**config.mk**
```make
export PLATFORM = sky130hd
export DESIGN_NAME = task_irq_time_accounting_core_flat
export DESIGN_NICKNAME = d
export VERILOG_FILES = /design/src/rtl/tita_pkg.sv /design/src/rtl/tita_in_if.sv /design/src/rtl/tita_out_if.sv /design/src/rtl/tita_alu.sv /design/src/rtl/task_irq_time_accounting_core.sv /design/src/flat_wrapper.sv
export SDC_FILE = /design/constraint.sdc
export NUM_CORES = 2
export LEC_CHECK = 0
export BUFFER_PORTS_ARGS = -buffer_cell sky130_fd_sc_hd__buf_2
export CAP_MARGIN = 20
export CORE_ASPECT_RATIO = 0.5
export CORE_MARGIN = 5
export CORE_UTILIZATION = 53
export CTS_BUF_LIST = sky130_fd_sc_hd__clkbuf_2
export CTS_CLUSTER_DIAMETER = 80
export DETAILED_ROUTE_END_ITERATION = 6
export PLACE_DENSITY = 0.68
export SETUP_SLACK_MARGIN = 0.02
export SLEW_MARGIN = 20
export SYNTH_ARGS = -nofsm -noshare
export SYNTH_HDL_FRONTEND = slang
export SYNTH_HIERARCHICAL = 1
export SYNTH_SLANG_ARGS = --single-unit
```
**constraint.sdc**
```tcl
create_clock -name clk -period 12 [get_ports clk]
set_clock_uncertainty 0.2 [all_clocks]
set_input_delay 1.8 -clock clk [delete_from_list [all_inputs] [get_ports clk]]
set_output_delay 1.8 -clock clk [all_outputs]
set_load 0.005 [all_outputs]
```
**src/rtl/tita_pkg.sv**
```systemverilog
package tita_pkg;

    localparam int TASK_SLOTS = 32;
    localparam int IRQ_LINES  = 64;
    localparam int TASK_IDX_W = $clog2(TASK_SLOTS);
    localparam int IRQ_IDX_W  = $clog2(IRQ_LINES);

    localparam int OP_W   = 3;
    localparam int TIME_W = 32;
    localparam int SLOT_W = 5;
    localparam int LINE_W = 6;

    typedef enum logic [OP_W-1:0] {
        OP_START      = 3'd0,
        OP_STOP       = 3'd1,
        OP_SWITCH     = 3'd2,
        OP_IRQ_ENTRY  = 3'd3,
        OP_IRQ_EXIT   = 3'd4,
        OP_READ_TASK  = 3'd5,
        OP_READ_IRQ   = 3'd6,
        OP_READ_TOTAL = 3'd7
    } op_t;

    typedef enum logic [1:0] {
        ST_IDLE,
        ST_DELTA,
        ST_ACCUM,
        ST_COMMIT
    } state_t;

    // control word for the shared adder
    typedef struct packed {
        logic en;
        logic sub;
    } alu_ctl_t;

endpackage

```
**src/rtl/tita_in_if.sv**
```systemverilog
interface tita_in_if;
    logic                          valid;
    logic                          ready;
    logic [tita_pkg::OP_W-1:0]     operation;
    logic [tita_pkg::TIME_W-1:0]   timestamp_us;
    logic [tita_pkg::SLOT_W-1:0]   task_slot;
    logic [tita_pkg::LINE_W-1:0]   irq_number;

    modport source (output valid, operation, timestamp_us, task_slot, irq_number,
                    input ready);
    modport sink   (input valid, operation, timestamp_us, task_slot, irq_number,
                    output ready);
endinterface

```
**src/rtl/tita_out_if.sv**
```systemverilog
interface tita_out_if;
    logic                          valid;
    logic                          ready;
    logic                          status;
    logic [tita_pkg::TIME_W-1:0]   value;

    modport source (output valid, status, value, input ready);
    modport sink   (input valid, status, value, output ready);
endinterface

```
**src/rtl/tita_alu.sv**
```systemverilog
module tita_alu (
    input  logic                        clk,
    input  tita_pkg::alu_ctl_t          ctl,
    input  logic [tita_pkg::TIME_W-1:0] a,
    input  logic [tita_pkg::TIME_W-1:0] b,
    output logic [tita_pkg::TIME_W-1:0] q
);

    logic [tita_pkg::TIME_W-1:0] q_reg;
    logic [tita_pkg::TIME_W-1:0] q_next;

    // wraps modulo 2^32 by construction
    always_comb
    begin
        if (ctl.sub)
        begin
            q_next = a - b;
        end
        else
        begin
            q_next = a + b;
        end
    end

    always_ff @(posedge clk)
    begin
        if (ctl.en)
        begin
            q_reg <= q_next;
        end
    end

    assign q = q_reg;

endmodule

```
**src/rtl/task_irq_time_accounting_core.sv**
```systemverilog
// Task and interrupt time accounting. Each input word is one scheduler or
// interrupt event stamped with a free-running 32-bit microsecond time; every
// event returns exactly one result word (status, value). Start clears all
// per-task and per-interrupt accumulators at once through per-entry valid
// bits, so there is no clearing sweep and start costs no more than any other
// event. Switch and irq entry charge the time since the previous charge to the
// running task, irq exit charges it to the active interrupt; the first charge
// after start is zero and all arithmetic wraps modulo 2^32. Reads answer
// whether or not a session is active. Timing: the block captures an event and
// reads both accumulator stores at the accepting edge, then is busy through
// three steps (difference, add, commit) around one shared 32-bit adder; a new
// event is accepted only after the commit step of the last one. A finished
// result waits in the output register; the next event may be accepted and
// worked on meanwhile, and only its commit step holds until the output
// register is taken.
module task_irq_time_accounting_core (
    input  logic       clk,
    input  logic       rst_n,
    tita_in_if.sink    in_ch,
    tita_out_if.source out_ch
);

    // sequencer
    tita_pkg::state_t state_reg;
    tita_pkg::state_t state_next;

    // captured event
    tita_pkg::op_t                    op_reg;
    logic [tita_pkg::TIME_W-1:0]      ts_reg;
    logic [tita_pkg::TASK_IDX_W-1:0]  slot_reg;
    logic [tita_pkg::IRQ_IDX_W-1:0]   line_reg;

    // session state
    logic                             armed_reg;
    logic [tita_pkg::TIME_W-1:0]      start_reg;
    logic [tita_pkg::TIME_W-1:0]      stop_reg;
    logic [tita_pkg::TIME_W-1:0]      prior_time_reg;
    logic                             prior_valid_reg;
    logic [tita_pkg::TASK_IDX_W-1:0]  running_reg;
    logic                             in_int_reg;
    logic [tita_pkg::IRQ_IDX_W-1:0]   active_irq_reg;

    // accumulator stores; an entry whose valid bit is clear reads as zero
    logic [tita_pkg::TIME_W-1:0]      task_mem [tita_pkg::TASK_SLOTS];
    logic [tita_pkg::TIME_W-1:0]      irq_mem  [tita_pkg::IRQ_LINES];
    logic [tita_pkg::TASK_SLOTS-1:0]  task_vld_reg;
    logic [tita_pkg::IRQ_LINES-1:0]   irq_vld_reg;
    logic [tita_pkg::TIME_W-1:0]      task_rd_reg;
    logic [tita_pkg::TIME_W-1:0]      irq_rd_reg;
    logic                             task_rd_vld_reg;
    logic                             irq_rd_vld_reg;

    // output register
    logic                             out_valid_reg;
    logic                             out_status_reg;
    logic [tita_pkg::TIME_W-1:0]      out_value_reg;

    // control
    logic                             in_fire;
    logic                             commit_go;
    logic                             charge_en;
    logic                             is_read;
    logic                             use_irq;
    logic [tita_pkg::TASK_IDX_W-1:0]  task_raddr;
    logic [tita_pkg::IRQ_IDX_W-1:0]   irq_raddr;
    logic [tita_pkg::TIME_W-1:0]      mem_val;
    tita_pkg::alu_ctl_t               alu_ctl;
    logic [tita_pkg::TIME_W-1:0]      alu_a;
    logic [tita_pkg::TIME_W-1:0]      alu_b;
    logic [tita_pkg::TIME_W-1:0]      alu_q;

    assign in_fire = in_ch.valid && in_ch.ready;

    // pick the accumulator that the event touches; reads use the item's own index
    assign task_raddr = (tita_pkg::op_t'(in_ch.operation) == tita_pkg::OP_READ_TASK)
                        ? in_ch.task_slot[tita_pkg::TASK_IDX_W-1:0] : running_reg;
    assign irq_raddr  = (tita_pkg::op_t'(in_ch.operation) == tita_pkg::OP_READ_IRQ)
                        ? in_ch.irq_number[tita_pkg::IRQ_IDX_W-1:0] : active_irq_reg;

    assign use_irq = (op_reg == tita_pkg::OP_IRQ_EXIT) || (op_reg == tita_pkg::OP_READ_IRQ);
    assign is_read = (op_reg == tita_pkg::OP_READ_TASK) || (op_reg == tita_pkg::OP_READ_IRQ)
                     || (op_reg == tita_pkg::OP_READ_TOTAL);
    assign mem_val = use_irq ? (irq_rd_vld_reg ? irq_rd_reg : '0)
                             : (task_rd_vld_reg ? task_rd_reg : '0);

    // an exit while not in an interrupt charges nothing
    assign charge_en = armed_reg && ((op_reg == tita_pkg::OP_SWITCH)
                       || (op_reg == tita_pkg::OP_IRQ_ENTRY)
                       || ((op_reg == tita_pkg::OP_IRQ_EXIT) && in_int_reg));

    // next state
    always_comb
    begin
        state_next = state_reg;
        unique case (state_reg)
            tita_pkg::ST_IDLE:
            begin
                if (in_fire)
                begin
                    state_next = tita_pkg::ST_DELTA;
                end
            end
            tita_pkg::ST_DELTA:  state_next = tita_pkg::ST_ACCUM;
            tita_pkg::ST_ACCUM:  state_next = tita_pkg::ST_COMMIT;
            tita_pkg::ST_COMMIT:
            begin
                if (commit_go)
                begin
                    state_next = tita_pkg::ST_IDLE;
                end
            end
            default:             state_next = tita_pkg::ST_IDLE;
        endcase
    end

    // sequencer outputs
    always_comb
    begin
        in_ch.ready = 1'b0;
        commit_go   = 1'b0;
        alu_ctl     = '0;
        alu_a       = ts_reg;
        alu_b       = ts_reg;
        unique case (state_reg)
            tita_pkg::ST_IDLE:
            begin
                in_ch.ready = 1'b1;
            end
            tita_pkg::ST_DELTA:
            begin
                // elapsed time: session length for read total, else since the prior charge
                alu_ctl.en  = 1'b1;
                alu_ctl.sub = 1'b1;
                if (op_reg == tita_pkg::OP_READ_TOTAL)
                begin
                    alu_a = armed_reg ? ts_reg : stop_reg;
                    alu_b = start_reg;
                end
                else
                begin
                    alu_a = ts_reg;
                    alu_b = prior_valid_reg ? prior_time_reg : ts_reg;
                end
            end
            tita_pkg::ST_ACCUM:
            begin
                // charge: old + delta; read task/irq: old + 0; read total: 0 + length
                alu_ctl.en  = 1'b1;
                alu_ctl.sub = 1'b0;
                alu_a = (op_reg == tita_pkg::OP_READ_TOTAL) ? '0 : mem_val;
                alu_b = ((op_reg == tita_pkg::OP_READ_TASK) || (op_reg == tita_pkg::OP_READ_IRQ))
                        ? '0 : alu_q;
            end
            tita_pkg::ST_COMMIT:
            begin
                commit_go = !out_valid_reg || out_ch.ready;
            end
            default:
            begin
                in_ch.ready = 1'b0;
            end
        endcase
    end

    tita_alu u_alu (
        .clk (clk),
        .ctl (alu_ctl),
        .a   (alu_a),
        .b   (alu_b),
        .q   (alu_q)
    );

    always_ff @(posedge clk or negedge rst_n)
    begin
        if (!rst_n)
        begin
            state_reg <= tita_pkg::ST_IDLE;
        end
        else
        begin
            state_reg <= state_next;
        end
    end

    // capture the event and read both accumulator stores
    always_ff @(posedge clk)
    begin
        if (in_fire)
        begin
            op_reg          <= tita_pkg::op_t'(in_ch.operation);
            ts_reg          <= in_ch.timestamp_us;
            slot_reg        <= in_ch.task_slot[tita_pkg::TASK_IDX_W-1:0];
            line_reg        <= in_ch.irq_number[tita_pkg::IRQ_IDX_W-1:0];
            task_rd_reg     <= task_mem[task_raddr];
            irq_rd_reg      <= irq_mem[irq_raddr];
            task_rd_vld_reg <= task_vld_reg[task_raddr];
            irq_rd_vld_reg  <= irq_vld_reg[irq_raddr];
        end
    end

    // write back the charged accumulator
    always_ff @(posedge clk)
    begin
        if (commit_go && charge_en)
        begin
            if (op_reg == tita_pkg::OP_IRQ_EXIT)
            begin
                irq_mem[active_irq_reg] <= alu_q;
            end
            else
            begin
                task_mem[running_reg] <= alu_q;
            end
        end
    end

    // session state and valid bits
    always_ff @(posedge clk or negedge rst_n)
    begin
        if (!rst_n)
        begin
            armed_reg       <= 1'b0;
            start_reg       <= '0;
            stop_reg        <= '0;
            prior_time_reg  <= '0;
            prior_valid_reg <= 1'b0;
            running_reg     <= '0;
            in_int_reg      <= 1'b0;
            active_irq_reg  <= '0;
            task_vld_reg    <= '0;
            irq_vld_reg     <= '0;
        end
        else if (commit_go)
        begin
            if (charge_en)
            begin
                prior_time_reg  <= ts_reg;
                prior_valid_reg <= 1'b1;
                if (op_reg == tita_pkg::OP_IRQ_EXIT)
                begin
                    irq_vld_reg[active_irq_reg] <= 1'b1;
                end
                else
                begin
                    task_vld_reg[running_reg] <= 1'b1;
                end
            end
            unique case (op_reg)
                tita_pkg::OP_START:
                begin
                    // restart the session; interrupt state stays as it is
                    task_vld_reg    <= '0;
                    irq_vld_reg     <= '0;
                    prior_valid_reg <= 1'b0;
                    prior_time_reg  <= '0;
                    stop_reg        <= '0;
                    start_reg       <= ts_reg;
                    running_reg     <= slot_reg;
                    armed_reg       <= 1'b1;
                end
                tita_pkg::OP_STOP:
                begin
                    if (armed_reg)
                    begin
                        stop_reg  <= ts_reg;
                        armed_reg <= 1'b0;
                    end
                end
                tita_pkg::OP_SWITCH:
                begin
                    if (charge_en)
                    begin
                        running_reg <= slot_reg;
                    end
                end
                tita_pkg::OP_IRQ_ENTRY:
                begin
                    if (charge_en)
                    begin
                        active_irq_reg <= line_reg;
                        in_int_reg     <= 1'b1;
                    end
                end
                tita_pkg::OP_IRQ_EXIT:
                begin
                    if (charge_en)
                    begin
                        in_int_reg  <= 1'b0;
                        running_reg <= slot_reg;
                    end
                end
                default:
                begin
                    // reads leave the state alone
                    in_int_reg <= in_int_reg;
                end
            endcase
        end
    end

    // output register: load on commit, drop when taken
    always_ff @(posedge clk or negedge rst_n)
    begin
        if (!rst_n)
        begin
            out_valid_reg <= 1'b0;
        end
        else if (commit_go)
        begin
            out_valid_reg <= 1'b1;
        end
        else if (out_ch.ready)
        begin
            out_valid_reg <= 1'b0;
        end
    end

    always_ff @(posedge clk)
    begin
        if (commit_go)
        begin
            out_status_reg <= (op_reg == tita_pkg::OP_STOP) && !armed_reg;
            out_value_reg  <= is_read ? alu_q : '0;
        end
    end

    assign out_ch.valid  = out_valid_reg;
    assign out_ch.status = out_status_reg;
    assign out_ch.value  = out_value_reg;

    a_start_arms: assert property (@(posedge clk) disable iff (!rst_n)
        (commit_go && (op_reg == tita_pkg::OP_START))
        |=> (armed_reg && !prior_valid_reg && (task_vld_reg == '0)))
        else $error("start did not arm and clear the session");

    a_out_from_commit: assert property (@(posedge clk) disable iff (!rst_n)
        $rose(out_valid_reg) |-> $past(commit_go))
        else $error("result appeared without a commit");

    a_status_only_stop: assert property (@(posedge clk) disable iff (!rst_n)
        (commit_go && (op_reg != tita_pkg::OP_STOP)) |=> !out_status_reg)
        else $error("status set for an operation other than stop");

    a_int_clear_on_exit: assert property (@(posedge clk) disable iff (!rst_n)
        $fell(in_int_reg) |-> $past(commit_go && (op_reg == tita_pkg::OP_IRQ_EXIT)))
        else $error("interrupt flag cleared outside an irq exit");

    a_no_commit_overwrite: assert property (@(posedge clk) disable iff (!rst_n)
        (out_valid_reg && !out_ch.ready) |-> !commit_go)
        else $error("commit overwrote a pending result");

endmodule
```
**src/flat_wrapper.sv**
```systemverilog
// flat-port wrapper written by rule: the top's interface ports become plain ports
module task_irq_time_accounting_core_flat 
  (clk, rst_n, in_ch_valid, in_ch_operation, in_ch_timestamp_us, in_ch_task_slot, in_ch_irq_number, in_ch_ready, out_ch_valid, out_ch_status, out_ch_value, out_ch_ready);
  tita_in_if in_ch_i ();
  tita_out_if out_ch_i ();
  input  logic clk;
  input  logic rst_n;
  input wire logic [$bits(in_ch_i.valid)-1:0] in_ch_valid;
  input wire logic [$bits(in_ch_i.operation)-1:0] in_ch_operation;
  input wire logic [$bits(in_ch_i.timestamp_us)-1:0] in_ch_timestamp_us;
  input wire logic [$bits(in_ch_i.task_slot)-1:0] in_ch_task_slot;
  input wire logic [$bits(in_ch_i.irq_number)-1:0] in_ch_irq_number;
  output wire logic [$bits(in_ch_i.ready)-1:0] in_ch_ready;
  output wire logic [$bits(out_ch_i.valid)-1:0] out_ch_valid;
  output wire logic [$bits(out_ch_i.status)-1:0] out_ch_status;
  output wire logic [$bits(out_ch_i.value)-1:0] out_ch_value;
  input wire logic [$bits(out_ch_i.ready)-1:0] out_ch_ready;
  assign in_ch_i.valid = in_ch_valid;
  assign in_ch_i.operation = in_ch_operation;
  assign in_ch_i.timestamp_us = in_ch_timestamp_us;
  assign in_ch_i.task_slot = in_ch_task_slot;
  assign in_ch_i.irq_number = in_ch_irq_number;
  assign in_ch_ready = in_ch_i.ready;
  assign out_ch_valid = out_ch_i.valid;
  assign out_ch_status = out_ch_i.status;
  assign out_ch_value = out_ch_i.value;
  assign out_ch_i.ready = out_ch_ready;
  task_irq_time_accounting_core u_core (.clk(clk), .rst_n(rst_n), .in_ch(in_ch_i), .out_ch(out_ch_i));
endmodule
```
======== Yosys cells after proc, flatten, opt, wreduce, memory -nomap -nowiden ========
Memory sizes are Yosys's and may differ from the RTL's. A register that Yosys moved wholly into a read port is not among the register bits.
Index checks and enable logic that the tools add are counted.
operators by class
  reduce and logical (&&, ||, !) cells .... 33
  bitwise logic cells ..................... 2
  order comparisons ....................... 6
  multiplexer cells ....................... 52
  $add $sub $neg .......................... 2
  equal/unequal tests ..................... 18
operators by type and width
  kind                                                                                  count
  32-bit two-way mux                                                                    15
  64-bit two-way mux                                                                    3
  32-bit case mux with 2 select lines                                                   3
  64-bit bitwise OR                                                                     1
  32-bit adder                                                                          1
  32-bit bitwise OR                                                                     1
  32-bit subtractor                                                                     1
  3-bit equality test (second input constant)                                           6
  1-bit two-way mux                                                                     17
  6-bit by 7-bit < comparator with 1-bit output (second input constant)                 2
  5-bit by 6-bit < comparator with 1-bit output (second input constant)                 2
  3-bit AND reduction                                                                   4
  2-bit nonzero test                                                                    6
  5-bit two-way mux                                                                     2
  2-bit by 1-bit != test with 1-bit output (second input constant)                      5
  5-bit case mux with 2 select lines                                                    1
  2-bit case mux with 4 select lines                                                    1
  2-bit AND reduction                                                                   4
  1-bit logical AND                                                                     7
  1-bit binary-select mux with 6-bit select                                             1
  1-bit demux with 6-bit select                                                         1
  3-bit by 2-bit equality test with 1-bit output (second input constant)                2
  6-bit by 1-bit greater-or-equal comparator with 1-bit output (second input constant)  1
  1-bit logical OR                                                                      6
  16 further kinds                                                                      20
word-level totals
  bits in registers ....................... 322
  logic and storage cells ................. 136
  input port bits ......................... 50
  output and inout port bits .............. 35
  memories ................................ 2
  memory bits (writable) .................. 3072
memory list
  memory           words  width  read ports  clocked after Yosys merged registers in  wr ports  line                                 source
  u_core.irq_mem   64     32     1           1                                        1         task_irq_time_accounting_core.sv:45  logic [tita_pkg::TIME_W-1:0] irq_mem [tita_pkg::IRQ_LINES];
  u_core.task_mem  32     32     1           1                                        1         task_irq_time_accounting_core.sv:44  logic [tita_pkg::TIME_W-1:0] task_mem [tita_pkg::TASK_SLOTS];

======== Longest topological paths before layout ========
  word-level depth ........................ 8
  depth in mapped cells ................... 26
  mapped depth without buffers ............ 22

======== Hierarchy ========
Netlist, hierarchy kept.
modules (own cells, without submodules)
  module                         instances  area each (µm²)  sequential area each (µm²)  cells each
  task_irq_time_accounting_core  1          133491.8         101832.7                    8071
  tita_alu                       1          3368.2           960.9                       376

======== Least setup slack after synthesis ========
No wires, ideal clock.
  path type ............................... reg-to-reg
  from .................................... register u_core.state_reg[0]
  to ...................................... register u_core.u_alu.q_reg (netlist bit u_core/u_alu/q[25]) (data pin)
  data required time ...................... 11643 ps
  stages on the path, launching flop included .. 22
  buffers on the path ..................... 2
  setup slack ............................. 6436 ps
  arrival time ............................ 5207 ps
  cells stage by stage .................... dfrtp_1 > inv_1 > ha_1 > clkinv_1 > clkbuf_1 > o21bai_1 > inv_1 > ha_1 > nand2_1 > nor2_1 > a21oi_1 > xnor2_1 > ha_1 > clkbuf_2 > a21o_1 > a31o_2 > a21o_1 > a21o_1 > a21o_1 > a21oi_2 > mux2_2 > nor3_1
between the ends
  word-level cells in the longest chain between the ends .. 4
  elaborated cells on any way between the ends .. 8
RTL lines
  item                                                                                   line                                  source
  start, declared                                                                        task_irq_time_accounting_core.sv:24   tita_pkg::state_t state_reg;
  start signal, assigned                                                                 task_irq_time_accounting_core.sv:177  state_reg <= tita_pkg::ST_IDLE;
  start signal, assigned                                                                 task_irq_time_accounting_core.sv:181  state_reg <= state_next;
  2-bit equality test or 2-bit by 1-bit equality test with 1-bit output (tied branches)  task_irq_time_accounting_core.sv:124  unique case (state_reg)
  32-bit case mux with 2 select lines *                                                  task_irq_time_accounting_core.sv:124
  net u_core.alu_b (one bit)                                                             task_irq_time_accounting_core.sv:69   logic [tita_pkg::TIME_W-1:0] alu_b;
  32-bit adder or 32-bit subtractor (tied branches)                                      tita_alu.sv:21, tita_alu.sv:17
  32-bit two-way mux *                                                                   tita_alu.sv:15                        if (ctl.sub)
  net u_core.u_alu.q_next (one bit)                                                      tita_alu.sv:10                        logic [tita_pkg::TIME_W-1:0] q_next;
  end signal, assigned                                                                   tita_alu.sv:29                        q_reg <= q_next;
  end, declared                                                                          tita_alu.sv:9                         logic [tita_pkg::TIME_W-1:0] q_reg;
The timed path passes the listed nets; every way through them passes the cells marked *.
A chain may end at the register's enable or synchronous reset.

======== Final worst setup path ========
  from .................................... register u_core.op_reg[2]
  to ...................................... register u_core.u_alu.q_reg (netlist bit u_core/u_alu/q[31]) (data pin)
between the ends
  elaborated cells on any way between the ends .. 16
RTL lines
  item                                               line                                  source
  start, declared                                    task_irq_time_accounting_core.sv:28   tita_pkg::op_t op_reg;
  start signal, assigned                             task_irq_time_accounting_core.sv:190  op_reg <= tita_pkg::op_t'(in_ch.operation);
  3-bit equality test                                task_irq_time_accounting_core.sv:151  alu_b = ((op_reg == tita_pkg::OP_READ_TASK) || (op_reg == tita_pkg::OP_READ_IRQ))
  1-bit logical OR                                   task_irq_time_accounting_core.sv:151
  32-bit two-way mux                                 task_irq_time_accounting_core.sv:152  ? '0 : alu_q;
  32-bit case mux with 2 select lines *              task_irq_time_accounting_core.sv:124
  net u_core.alu_b (one bit)                         task_irq_time_accounting_core.sv:69
  32-bit adder or 32-bit subtractor (tied branches)  tita_alu.sv:21, tita_alu.sv:17
  32-bit two-way mux *                               tita_alu.sv:15
  net u_core.u_alu.q_next (one bit)                  tita_alu.sv:10
Marked as above.

==> summary.txt <==
Timing
  – Post-route setup TNS: 0 ns
  – RSZ-0062 raised after global routing: false
  – FMAX: 155 MHz
  – Tcrit/Tclk final: 0.536
  – Final setup fails: 0
  – Worst-margin pin slew: 1.34 ns
  – Final worst path period need: around 6.4 ns
  – Fin. Hold Viols: 0
  – Slew HR: 0.102
  – Slew Limit Fails: 0

Worst setup path
  – Critical path buffers and inverters: 2
  – Setup crit start kind: register
  – CP arrival: between 7 and 8 ns
  – Reg2Reg Depth: 22
  – Crit path launch: u_core/op_reg[2]
  – Most frequent CP cell: a21oi_1
  – Worst endpoint required time: around 13 ns
  – Crit path cell chain: buf_4 -> and3_2 -> buf_4 -> o21ai_0 -> a22oi_1 -> o21bai_1 -> nor3_2 -> nand2_1 -> nor3_2 -> nand2_1 -> nor2_1 -> a21oi_1 -> xnor2_1 -> ha_1 -> a21o_1 -> a21oi_1 -> o21ai_0 -> a2111oi_0 -> o22ai_1 -> a31oi_1 -> a21oi_1 -> xnor2_1
  – Family with the most delay on the worst path: compound AO/OA/AOI/OAI gates
  – Crit-path max FO: slightly above 50
  – Worst Setup EP: u_core/u_alu/q[31]
  – Critical path class: register to register
  – Levels on crit path: 22
  – Critical path capture point type: register
  – Flop2flop setup slack: around 5.6 ns
  – CP peak stage delay: about 0.48 ns
  – R2R Path End: u_core/u_alu/q[31]
  – Worst path slowest cell: buf_4
  – R2r startpoint: u_core/op_reg[2]

Finish
  – Layout cells sized above 1: 0.194
  – Area delta synth->final: 10.1%
  – Final nets: 9213
  – Number of flip-flops in the largest register: 2048
  – Design Area, Final: 0.151 sq mm

Clock network
  – Worst skew pair latency: about 1.7 ns
  – Clock slew at reported path FFs: 0.13 ns
  – Clk sinks: ~3500
  – Total CTS buffers: 747
  – CTS Buffer Depth: 4
  – CTS tree: yes
  – Setup Fix Bufs, Post-CTS: 0
  – H-tree depth: 6
  – Clock root buffer: clkbuf_2

Detailed routing
  – Post-route ant nets: 0
  – Vias/cell: approximately 6.3
  – Via count: 82900
  – Routed len/inst: 30.7 um
  – Post-route DRC: 2
  – Routed WL: slightly above 400000 um
  – 1st-iter DRT viols: 12200
  – TritonRoute pass-1 iters: 7

Synthesis
  – Mean Syn Cell Area: 16.2 sq um
  – Mapped Area: 0.137 sq mm
  – Ys Warns: 6
  – Unique masters post-synth: 79
  – Synthesized flop and latch total: 3458
  – Post-synth top flop: edfxtp_1
  – Async SR Flop Fraction: 0.0604
  – Mapped Cells: between 8000 and 9000
  – Net Count, Synth: 8534
  – Sequential area share after synthesis: 0.751
  – Number of synthesized flops with an enable pin: around 3200

Global route
  – Vias in the first global route: 79300
  – First-pass GRT wire length: roughly 570000 um
  – Remaining Overflow, GRT: 0
  – Total GRT Usage: 0.292
  – Largest net degree at the start of global routing: 136
  – Initial antenna violation count: 37

Outcome
  – Failing checks: DRC
  – Status: finished, violations left

Power
  – Max IR drop VDD: 189 uV
  – Total power: roughly 34 mW
  – Lkg Pwr: 57.3 nW
  – Power density over the cells: 224 mW/mm^2

Placed design
  – Post-DP HPWL: 219000 um
  – Number of port buffers: 84
  – Dpl cell area: 0.144 sq mm
  – Routability cong.: 0.885

Floorplan
  – Die area: 0.269 sq mm
  – Chip Height: about 370 um
  – Chip Width: 729 um
  – Core Region: about 0.26 sq mm
  – Core Rows: 131
  – IO Pins: between 80 and 90
  – Initial Util: 0.535

Worst hold path
  – Hold crit path type: input port to register

Run
  – Max Cap Violations: 0
==> cell families (layout without fill, tap and decap cells) <==
kind of cell / count (synthesis) / after routing / share of synthesized area
flops: 3458 / 3458 / 0.751
simple gates: 1546 / 1546 / 0.0499
mux: 1454 / 1454 / 0.107
compound gates: 1346 / 1346 / 0.0679
buf+inv: 549 / 1762 / 0.0171
xor+xnor: 57 / 57 / 0.00370
fa+ha+maj: 37 / 37 / 0.00344
other cells: 0 / 13 / 0
==> worst min path at each step <==
stage                                    from               endpoint  cells past startpoint  slack, ns
after floorplan           u_core/start_reg[0]    u_core/start_reg[0]                      2       0.25
after global placement     u_core/slot_reg[3]  u_core/running_reg[3]                      1       0.26
after detailed placement   u_core/slot_reg[0]  u_core/running_reg[0]                      1       0.26
after CTS                 in_ch_irq_number[2]     u_core/line_reg[2]                      1       0.02
after global routing      in_ch_irq_number[3]     u_core/line_reg[3]                      1       0.04
final                     in_ch_irq_number[3]     u_core/line_reg[3]                      1       0.19
==> cells in the mapped netlist, types with 7 or more instances <==
| master | count | share of area |
|---|---|---|
| o21ai_0 | 113 | 0.0041 |
| a221o_1 | 31 | 0.0023 |
| o21bai_1 | 37 | 0.0020 |
| a32oi_1 | 126 | 0.0081 |
| a22oi_1 | 31 | 0.0017 |
| nor2_1 | 263 | 0.0072 |
| nor3_1 | 30 | 0.0011 |
| buf_2 | 193 | 0.0071 |
| clkbuf_1 | 269 | 0.0074 |
| buf_1 | 49 | 0.0013 |
| a22o_1 | 64 | 0.0041 |
| ha_1 | 36 | 0.0033 |
| mux2_2 | 17 | 0.0014 |
| o41ai_1 | 132 | 0.0084 |
| mux2i_1 | 1432 | 0.10 |
| nand4_1 | 64 | 0.0029 |
| o21a_1 | 7 | 0.00038 |
| a311oi_1 | 31 | 0.0020 |
| nand3_1 | 232 | 0.0085 |
| or2_2 | 8 | 0.00037 |
| nor2b_1 | 49 | 0.0022 |
| inv_1 | 25 | 0.00069 |
| xnor2_1 | 48 | 0.0031 |
| dfrtp_1 | 209 | 0.038 |
| and3_1 | 42 | 0.0019 |
| a31oi_1 | 11 | 0.00050 |
| xor2_1 | 8 | 0.00051 |
| a21oi_1 | 146 | 0.0053 |
| edfxtp_1 | 3249 | 0.71 |
| nand2b_1 | 18 | 0.00082 |
| nand3b_1 | 9 | 0.00049 |
| and2_1 | 9 | 0.00041 |
| a21o_1 | 19 | 0.0010 |
| o22ai_1 | 563 | 0.026 |
| nand2_1 | 783 | 0.021 |
| or3_1 | 7 | 0.00032 |
| nor4_1 | 7 | 0.00032 |
==> what timing repair did <==
action                                  4_1_cts  5_1_grt
hold endpoints to repair                    142        0
resized for setup                             0        0
hold buffers                                 39        0
endpoints found under the setup margin        0        0
==> worst register-to-register path, cell delays in order, from the launching register on <==
cell and delay (ns):
edfxtp_1 0.35, buf_4 0.39, and3_2 0.53, buf_4 0.48, o21ai_0 0.21, a22oi_1 0.17, o21bai_1 0.13, nor3_2 0.29
nand2_1 0.13, nor3_2 0.20, nand2_1 0.08, nor2_1 0.42, a21oi_1 0.16, xnor2_1 0.16, ha_1 0.38, a21o_1 0.22
a21oi_1 0.18, o21ai_0 0.11, a2111oi_0 0.38, o22ai_1 0.24, a31oi_1 0.42, a21oi_1 0.16, xnor2_1 0.18
==> layout make-up <==
type / count / area (sq um)
clock buffer: 1158 / 5800
fill: 19500 / 105000
clock inverter: 125 / 783
tap: 3458 / 4330
multi-input combinational: 4440 / 33300
inverter: 26 / 97.6
antenna: 13 / 32.5
timing repair buffer: 453 / 3560
sequential: 3458 / 103000
==> routing by layer <==
metal | vias up | global-route usage | routed length [um]
li1 | 35000 | - | -
met1 | 41800 | 0.408 | 156000
met2 | 5319 | 0.433 | 177000
met3 | 791 | 0.0856 | 54200
met4 | 18 | 0.116 | 16200
met5 | - | 0 | 176
==> metrics by stage <==
| stage | setup WS [ns] | util | std cells | hold slack [ns] |
|---|---|---|---|---|
| floorplan | 6.44 | - | 8447 | 0.246 |
| global placement | 3.70 | 0.560 | 11800 | 0.257 |
| detailed placement | 4.61 | 0.561 | 11800 | 0.261 |
| CTS | 5.60 | 0.588 | 13100 | 0.0216 |
| global route | 5.04 | 0.589 | 13100 | 0.0449 |
| finish | 5.57 | 0.589 | 13100 | 0.193 |
==> placed cells by master (no fill, tap or decap), types with 48 or more instances in the layout <==
| cell | count |
|---|---|
| nor2b_1 | 48 |
| o41ai_2 | 70 |
| a32oi_1 | 126 |
| a22o_1 | 64 |
| clkbuf_2 | 1158 |
| nand4_1 | 64 |
| nand3_1 | 232 |
| o41ai_1 | 60 |
| clkinv_1 | 85 |
| buf_2 | 86 |
| nor2_1 | 164 |
| o21ai_0 | 99 |
| edfxtp_1 | 3249 |
| a21oi_1 | 144 |
| mux2i_1 | 1431 |
| buf_4 | 302 |
| o22ai_1 | 563 |
| xnor2_1 | 48 |
| nor2_4 | 97 |
| dfrtp_1 | 208 |
| nand2_1 | 779 |
==> power breakdown <==
| part | internal [mW] | leakage (nW) | switching, mW |
|---|---|---|---|
| logic | 3.13 | 20.0 | 7.45 |
| registers | 15.5 | 32.1 | 0.450 |
| clock network | 2.73 | 5.19 | 4.50 |
Power figures use the tool's default switching activity.
